### src/sv/abd_pkg.sv
`default_nettype none
package abd_pkg;

   localparam int NumGroups = 15;
   localparam int GroupBits = 4;
   localparam int RoundBits = 4;

   typedef enum logic [0:0] {
      CMD_LOAD    = 1'b0,
      CMD_DECRYPT = 1'b1
   } cmd_type;

   typedef struct packed {
      logic        cmd;
      logic [3:0]  key_group;
      logic [31:0] word0;
      logic [31:0] word1;
      logic [31:0] word2;
      logic [31:0] word3;
   } item_type;

   function automatic logic [7:0] xtime(input logic [7:0] a);
      xtime = {a[6:0], 1'b0} ^ (a[7] ? 8'h1b : 8'h00);
   endfunction

   function automatic logic [7:0] gmul(input logic [7:0] a, input logic [3:0] b);
      logic [7:0] acc;
      logic [7:0] p;
      acc = 8'h00;
      p = a;
      for (int k = 0; k < 4; k++) begin
         if (b[k]) acc = acc ^ p;
         p = xtime(p);
      end
      gmul = acc;
   endfunction

   function automatic logic [7:0] inv_sbox(input logic [7:0] x);
      logic [7:0] r;
      case (x)
         8'h00: r=8'h52; 8'h01: r=8'h09; 8'h02: r=8'h6a; 8'h03: r=8'hd5;
         8'h04: r=8'h30; 8'h05: r=8'h36; 8'h06: r=8'ha5; 8'h07: r=8'h38;
         8'h08: r=8'hbf; 8'h09: r=8'h40; 8'h0a: r=8'ha3; 8'h0b: r=8'h9e;
         8'h0c: r=8'h81; 8'h0d: r=8'hf3; 8'h0e: r=8'hd7; 8'h0f: r=8'hfb;
         8'h10: r=8'h7c; 8'h11: r=8'he3; 8'h12: r=8'h39; 8'h13: r=8'h82;
         8'h14: r=8'h9b; 8'h15: r=8'h2f; 8'h16: r=8'hff; 8'h17: r=8'h87;
         8'h18: r=8'h34; 8'h19: r=8'h8e; 8'h1a: r=8'h43; 8'h1b: r=8'h44;
         8'h1c: r=8'hc4; 8'h1d: r=8'hde; 8'h1e: r=8'he9; 8'h1f: r=8'hcb;
         8'h20: r=8'h54; 8'h21: r=8'h7b; 8'h22: r=8'h94; 8'h23: r=8'h32;
         8'h24: r=8'ha6; 8'h25: r=8'hc2; 8'h26: r=8'h23; 8'h27: r=8'h3d;
         8'h28: r=8'hee; 8'h29: r=8'h4c; 8'h2a: r=8'h95; 8'h2b: r=8'h0b;
         8'h2c: r=8'h42; 8'h2d: r=8'hfa; 8'h2e: r=8'hc3; 8'h2f: r=8'h4e;
         8'h30: r=8'h08; 8'h31: r=8'h2e; 8'h32: r=8'ha1; 8'h33: r=8'h66;
         8'h34: r=8'h28; 8'h35: r=8'hd9; 8'h36: r=8'h24; 8'h37: r=8'hb2;
         8'h38: r=8'h76; 8'h39: r=8'h5b; 8'h3a: r=8'ha2; 8'h3b: r=8'h49;
         8'h3c: r=8'h6d; 8'h3d: r=8'h8b; 8'h3e: r=8'hd1; 8'h3f: r=8'h25;
         8'h40: r=8'h72; 8'h41: r=8'hf8; 8'h42: r=8'hf6; 8'h43: r=8'h64;
         8'h44: r=8'h86; 8'h45: r=8'h68; 8'h46: r=8'h98; 8'h47: r=8'h16;
         8'h48: r=8'hd4; 8'h49: r=8'ha4; 8'h4a: r=8'h5c; 8'h4b: r=8'hcc;
         8'h4c: r=8'h5d; 8'h4d: r=8'h65; 8'h4e: r=8'hb6; 8'h4f: r=8'h92;
         8'h50: r=8'h6c; 8'h51: r=8'h70; 8'h52: r=8'h48; 8'h53: r=8'h50;
         8'h54: r=8'hfd; 8'h55: r=8'hed; 8'h56: r=8'hb9; 8'h57: r=8'hda;
         8'h58: r=8'h5e; 8'h59: r=8'h15; 8'h5a: r=8'h46; 8'h5b: r=8'h57;
         8'h5c: r=8'ha7; 8'h5d: r=8'h8d; 8'h5e: r=8'h9d; 8'h5f: r=8'h84;
         8'h60: r=8'h90; 8'h61: r=8'hd8; 8'h62: r=8'hab; 8'h63: r=8'h00;
         8'h64: r=8'h8c; 8'h65: r=8'hbc; 8'h66: r=8'hd3; 8'h67: r=8'h0a;
         8'h68: r=8'hf7; 8'h69: r=8'he4; 8'h6a: r=8'h58; 8'h6b: r=8'h05;
         8'h6c: r=8'hb8; 8'h6d: r=8'hb3; 8'h6e: r=8'h45; 8'h6f: r=8'h06;
         8'h70: r=8'hd0; 8'h71: r=8'h2c; 8'h72: r=8'h1e; 8'h73: r=8'h8f;
         8'h74: r=8'hca; 8'h75: r=8'h3f; 8'h76: r=8'h0f; 8'h77: r=8'h02;
         8'h78: r=8'hc1; 8'h79: r=8'haf; 8'h7a: r=8'hbd; 8'h7b: r=8'h03;
         8'h7c: r=8'h01; 8'h7d: r=8'h13; 8'h7e: r=8'h8a; 8'h7f: r=8'h6b;
         8'h80: r=8'h3a; 8'h81: r=8'h91; 8'h82: r=8'h11; 8'h83: r=8'h41;
         8'h84: r=8'h4f; 8'h85: r=8'h67; 8'h86: r=8'hdc; 8'h87: r=8'hea;
         8'h88: r=8'h97; 8'h89: r=8'hf2; 8'h8a: r=8'hcf; 8'h8b: r=8'hce;
         8'h8c: r=8'hf0; 8'h8d: r=8'hb4; 8'h8e: r=8'he6; 8'h8f: r=8'h73;
         8'h90: r=8'h96; 8'h91: r=8'hac; 8'h92: r=8'h74; 8'h93: r=8'h22;
         8'h94: r=8'he7; 8'h95: r=8'had; 8'h96: r=8'h35; 8'h97: r=8'h85;
         8'h98: r=8'he2; 8'h99: r=8'hf9; 8'h9a: r=8'h37; 8'h9b: r=8'he8;
         8'h9c: r=8'h1c; 8'h9d: r=8'h75; 8'h9e: r=8'hdf; 8'h9f: r=8'h6e;
         8'ha0: r=8'h47; 8'ha1: r=8'hf1; 8'ha2: r=8'h1a; 8'ha3: r=8'h71;
         8'ha4: r=8'h1d; 8'ha5: r=8'h29; 8'ha6: r=8'hc5; 8'ha7: r=8'h89;
         8'ha8: r=8'h6f; 8'ha9: r=8'hb7; 8'haa: r=8'h62; 8'hab: r=8'h0e;
         8'hac: r=8'haa; 8'had: r=8'h18; 8'hae: r=8'hbe; 8'haf: r=8'h1b;
         8'hb0: r=8'hfc; 8'hb1: r=8'h56; 8'hb2: r=8'h3e; 8'hb3: r=8'h4b;
         8'hb4: r=8'hc6; 8'hb5: r=8'hd2; 8'hb6: r=8'h79; 8'hb7: r=8'h20;
         8'hb8: r=8'h9a; 8'hb9: r=8'hdb; 8'hba: r=8'hc0; 8'hbb: r=8'hfe;
         8'hbc: r=8'h78; 8'hbd: r=8'hcd; 8'hbe: r=8'h5a; 8'hbf: r=8'hf4;
         8'hc0: r=8'h1f; 8'hc1: r=8'hdd; 8'hc2: r=8'ha8; 8'hc3: r=8'h33;
         8'hc4: r=8'h88; 8'hc5: r=8'h07; 8'hc6: r=8'hc7; 8'hc7: r=8'h31;
         8'hc8: r=8'hb1; 8'hc9: r=8'h12; 8'hca: r=8'h10; 8'hcb: r=8'h59;
         8'hcc: r=8'h27; 8'hcd: r=8'h80; 8'hce: r=8'hec; 8'hcf: r=8'h5f;
         8'hd0: r=8'h60; 8'hd1: r=8'h51; 8'hd2: r=8'h7f; 8'hd3: r=8'ha9;
         8'hd4: r=8'h19; 8'hd5: r=8'hb5; 8'hd6: r=8'h4a; 8'hd7: r=8'h0d;
         8'hd8: r=8'h2d; 8'hd9: r=8'he5; 8'hda: r=8'h7a; 8'hdb: r=8'h9f;
         8'hdc: r=8'h93; 8'hdd: r=8'hc9; 8'hde: r=8'h9c; 8'hdf: r=8'hef;
         8'he0: r=8'ha0; 8'he1: r=8'he0; 8'he2: r=8'h3b; 8'he3: r=8'h4d;
         8'he4: r=8'hae; 8'he5: r=8'h2a; 8'he6: r=8'hf5; 8'he7: r=8'hb0;
         8'he8: r=8'hc8; 8'he9: r=8'heb; 8'hea: r=8'hbb; 8'heb: r=8'h3c;
         8'hec: r=8'h83; 8'hed: r=8'h53; 8'hee: r=8'h99; 8'hef: r=8'h61;
         8'hf0: r=8'h17; 8'hf1: r=8'h2b; 8'hf2: r=8'h04; 8'hf3: r=8'h7e;
         8'hf4: r=8'hba; 8'hf5: r=8'h77; 8'hf6: r=8'hd6; 8'hf7: r=8'h26;
         8'hf8: r=8'he1; 8'hf9: r=8'h69; 8'hfa: r=8'h14; 8'hfb: r=8'h63;
         8'hfc: r=8'h55; 8'hfd: r=8'h21; 8'hfe: r=8'h0c; 8'hff: r=8'h7d;
         default: r = 8'h00;
      endcase
      inv_sbox = r;
   endfunction

   // td0 entry: {0e,09,0d,0b} * invsbox(x)
   function automatic logic [31:0] td0(input logic [7:0] x);
      logic [7:0] s;
      s = inv_sbox(x);
      td0 = {gmul(s, 4'he), gmul(s, 4'h9), gmul(s, 4'hd), gmul(s, 4'hb)};
   endfunction

   function automatic logic [31:0] rotr(input logic [31:0] v, input int n);
      rotr = (v >> n) | (v << (32 - n));
   endfunction

endpackage
`default_nettype wire

### src/sv/abd_front.sv
`default_nettype none
module abd_front
   import abd_pkg::*;
(
   input  wire logic     clock,
   input  wire logic     reset,
   input  wire logic     in_valid,
   output logic          in_stall,
   input  wire item_type in_item,
   output logic          q_valid,
   input  wire logic     q_stall,
   output item_type      q_item
);

   // two-entry queue between front and back
   item_type   mem_ff [2];
   logic       wp_ff, wp_in, rp_ff, rp_in;
   logic [1:0] cnt_ff, cnt_in;
   logic       push, pop;

   assign in_stall = (cnt_ff == 2'd2);
   assign push     = in_valid && !in_stall;
   assign q_valid  = (cnt_ff != 2'd0);
   assign pop      = q_valid && !q_stall;
   assign q_item   = mem_ff[rp_ff];

   always_comb begin
      wp_in  = push ? ~wp_ff : wp_ff;
      rp_in  = pop ? ~rp_ff : rp_ff;
      cnt_in = cnt_ff + {1'b0, push} - {1'b0, pop};
   end

   always_ff @(posedge clock) begin
      if (reset) begin
         wp_ff  <= 1'b0;
         rp_ff  <= 1'b0;
         cnt_ff <= 2'd0;
      end else begin
         wp_ff  <= wp_in;
         rp_ff  <= rp_in;
         cnt_ff <= cnt_in;
      end
      if (push) mem_ff[wp_ff] <= in_item;
   end

endmodule
`default_nettype wire

### config.mk
export PLATFORM = sky130hd
export DESIGN_NAME = abd_front
export DESIGN_NICKNAME = d
export VERILOG_FILES = /design/src/sv/abd_pkg.sv /design/src/sv/abd_front.sv
export SDC_FILE = /design/constraint.sdc
export NUM_CORES = 1
export LEC_CHECK = 0
export BUFFER_PORTS_ARGS = -buffer_cell sky130_fd_sc_hd__buf_2
export CORE_ASPECT_RATIO = 0.75
export CORE_MARGIN = 2
export CORE_UTILIZATION = 49
export CTS_CLUSTER_SIZE = 8
export DETAILED_ROUTE_END_ITERATION = 12
export PLACE_DENSITY = 0.73
export SYNTH_ARGS = -nofsm -noshare
export SYNTH_HDL_FRONTEND = slang
export SYNTH_SLANG_ARGS = --single-unit
### constraint.sdc
create_clock -name clock -period 5.3 [get_ports clock]
set_clock_uncertainty 0.05 [all_clocks]
set_input_delay 1.06 -clock clock [delete_from_list [all_inputs] [get_ports clock]]
set_output_delay 1.06 -clock clock [all_outputs]
set_load 0.05 [all_outputs]
==> impl_metrics.env <==
export IMPL_status="finished, final reports clean"
export IMPL_die_y_um=128.4
export IMPL_synth_mux_area_share_pct=17.41
export IMPL_avgSynthCellArea_um2=22.88
export IMPL_slowest_delay_ns=0.78
export IMPL_syn2layout_area_growth_pct=26.55
export IMPL_synth_area_leaders="edfxtp_1 (79%), mux2_4 (10%), mux2_2 (7.0%)"
export IMPL_cts_tree="done"
export IMPL_insertion_delay_ns=0.49
export IMPL_die_area_mm2=0.02181
export IMPL_core_mm2=0.02021
export IMPL_worst_setup_path_type="flip-flop to output port"
export IMPL_first_iter_violations=421
export IMPL_synthArstFlopShare_pct=0
export IMPL_h_tree_depth=2
export IMPL_fin_area_mm2=0.01280
export IMPL_p_seq_share_pct=38.9
export IMPL_avgRoutedWirePerCell_um=18.84
export IMPL_synth_compound_area_share_pct=0.2475
export IMPL_dpl_cell_area_mm2=0.01174
export IMPL_post_synth_top_count_cell="edfxtp_1"
export IMPL_rows=45
export IMPL_comb_power_share_pct=31.5
export IMPL_antenna_left=0
export IMPL_rsz0062_at_grt="false"
export IMPL_required_ns=4.19
export IMPL_grt_overflow=0
export IMPL_grtUsageTotal_pct=17.04
export IMPL_synth_warnings=0
export IMPL_synth_nets=581
export IMPL_synth_flop_cell="edfxtp_1"
export IMPL_die_w_um=169.9
export IMPL_grt_pass1_vias=5262
export IMPL_p_sw_w=0.002479
export IMPL_yosysTopAreaCell="edfxtp_1"
export IMPL_nNetsFinal=883
export IMPL_crit_chain="buf_4 > mux2_4 > buf_2"
export IMPL_fin_tns_setup_ns=0
export IMPL_yosys_top_cells_count="edfxtp_1 (266), mux2_4 (70), mux2_2 (63)"
export IMPL_synth_adder_area_share_pct=0.2475
export IMPL_cp_max_fo=48
export IMPL_grt_pass1_wl_mm=28.29
export IMPL_hold_violations=0
export IMPL_max_vdd_ir_drop_mv=0.5795
export IMPL_p_sw_share_pct=34.37
export IMPL_clock_fmax_ghz=0.2815
export IMPL_clk_pin_slew_ns=0.05
export IMPL_syn_cell_area_mm2=0.01011
export IMPL_holdWs_ns=0.5056
export IMPL_p_int_w=0.004734
export IMPL_crit_path_end_kind="output port"
export IMPL_synth_top_area_share_pct=78.99
export IMPL_gp_congestion=0.8115
export IMPL_synth_seq_area_share_pct=79.98
export IMPL_root_buffer="clkbuf_16"
export IMPL_ioPinCount=272
export IMPL_grt_start_max_net_pins=75
export IMPL_dpl_hpwl_mm=12.66
export IMPL_max_clock_path_buffers=3
export IMPL_slowest_stage="dfxtp_4"
export IMPL_initial_utilization_pct=50.03
export IMPL_cts_buffers=39
export IMPL_cts_resized=0
export IMPL_final_layout_size_suffix_gt1_share_pct=60.24
export IMPL_port_buffers=271
export IMPL_layout_min_cycle_time_ns=3.552
export IMPL_maxSlewViolCount=0
export IMPL_seq_area_mm2=0.008092
export IMPL_synth_edf_count=266
export IMPL_synth_cells=442
export IMPL_drc=0
export IMPL_synth_top_family_by_area="multiplexers"
export IMPL_cp_data_arrival_time_ns=2.44
export IMPL_tightest_slew_ns=0.9529
export IMPL_synth_xor_area_share_pct=0.1732
export IMPL_ys_ff_latch=271
export IMPL_synth_cell_types=18
export IMPL_multi_input_area_mm2=0.001879
export IMPL_dr_total_vias=5192
export IMPL_finalCritPeriodShare_pct=67.02
export IMPL_nFillCells=1415
export IMPL_maxCapViolCount=0
export IMPL_cts_sinks=271
export IMPL_relSlewSlack_pct=36.47
export IMPL_power_w=0.007213
export IMPL_start_kind="flip-flop"
export IMPL_hp_class="flip-flop to flip-flop"
export IMPL_final_setup_viol_count=0
export IMPL_wl_mm=19.07
export IMPL_yosys_area_share_simple_pct=0.4578
export IMPL_antenna_found_initial=4
export IMPL_leakagePower_nw=4.953
export IMPL_cts_hold_buf=0
export IMPL_cts_setup_buffers=0
export IMPL_dr_pass1_iters=4
export IMPL_viasPerCell=5.130
export IMPL_power_per_cell_area_mw_per_mm2=563.7
export IMPL_pwr_share_clk_pct=29.5
per-layer routing:
metal	routed length (um)	global-route usage, %
met1	8006	23.35
met2	8575	26.15
met3	2104	5.967
met4	352	5.128
met5	27	0
sequential cells by signal, summed over array words and instances, names as in the netlist, named ones only:
register,cells
rp_ff,1
mem_ff,266
wp_ff,1
cnt_ff,2
worst max-delay path: cells and delay by family, from the launching register on:
family   cells  cell delay (ns)
flops        1             0.78
buf+inv      2             0.77
mux          1             0.35
area by class of cell:
cell class	instances	share of cell area, %
flip-flops and latches	271	63.23
multi-input cells	151	14.69
repair buffers	276	11.09
clock buffers	49	8.252
well taps	258	2.522
inverters	5	0.1858
diodes	2	0.03911
final timing paths:
path                                       to  startpoint  cells after the start  slack, ns
worst min-delay path                    wp_ff       wp_ff                      2       0.51
worst max-delay path               q_item[99]   flip-flop                      3       1.75
worst max register to register  mem_ff[0][94]   cnt_ff[0]                      5       2.77
worst min register to register          wp_ff       wp_ff                      2       0.51
power groups by stage:
stage | clock, W | sequential (W) | combinational, W
after global routing | 0.00228 | 0.00284 | 0.00237
after CTS | 0.00219 | 0.00281 | 0.00229
after floorplan | 0 | 0.00281 | 0.00189
after global placement | 0 | 0.00283 | 0.00226
after detailed placement | 0 | 0.00285 | 0.00228
final | 0.00213 | 0.00281 | 0.00227
cell usage in the layout (no fill, tap or decap):
cell type,n
a21oi_1,3
inv_6,1
inv_1,4
nor2_1,3
nand2b_1,1
clkbuf_16,41
clkbuf_1,8
nand2_1,1
xnor2_1,1
ha_1,2
dfxtp_4,1
dfxtp_1,4
buf_2,271
mux2_2,63
nor2b_1,1
and3_4,1
diode_2,2
or3_1,2
edfxtp_1,266
buf_12,2
buf_4,3
o21ai_0,2
xor2_1,1
mux2_4,70
kinds of logic after synthesis:
logic type                 Yosys count
DFF                                271
muxes                              133
buffers and inverters               20
and+or+nand+nor                      9
AOI/OAI and AO/OA                    5
xor gates and xnor gates             2
adders and majority gates            2
stage by stage:
stage / setup WS [ns] / std cells / util [%]
after floorplan: 0.5719 / 442 / -
after global placement: 2.211 / 961 / 58.06
after detailed placement: 2.131 / 961 / 58.06
after CTS: 1.714 / 1010 / 63.29
after global routing: 1.630 / 1010 / 63.29
final: 1.748 / 1012 / 63.31
Power figures use the tool's default switching activity.
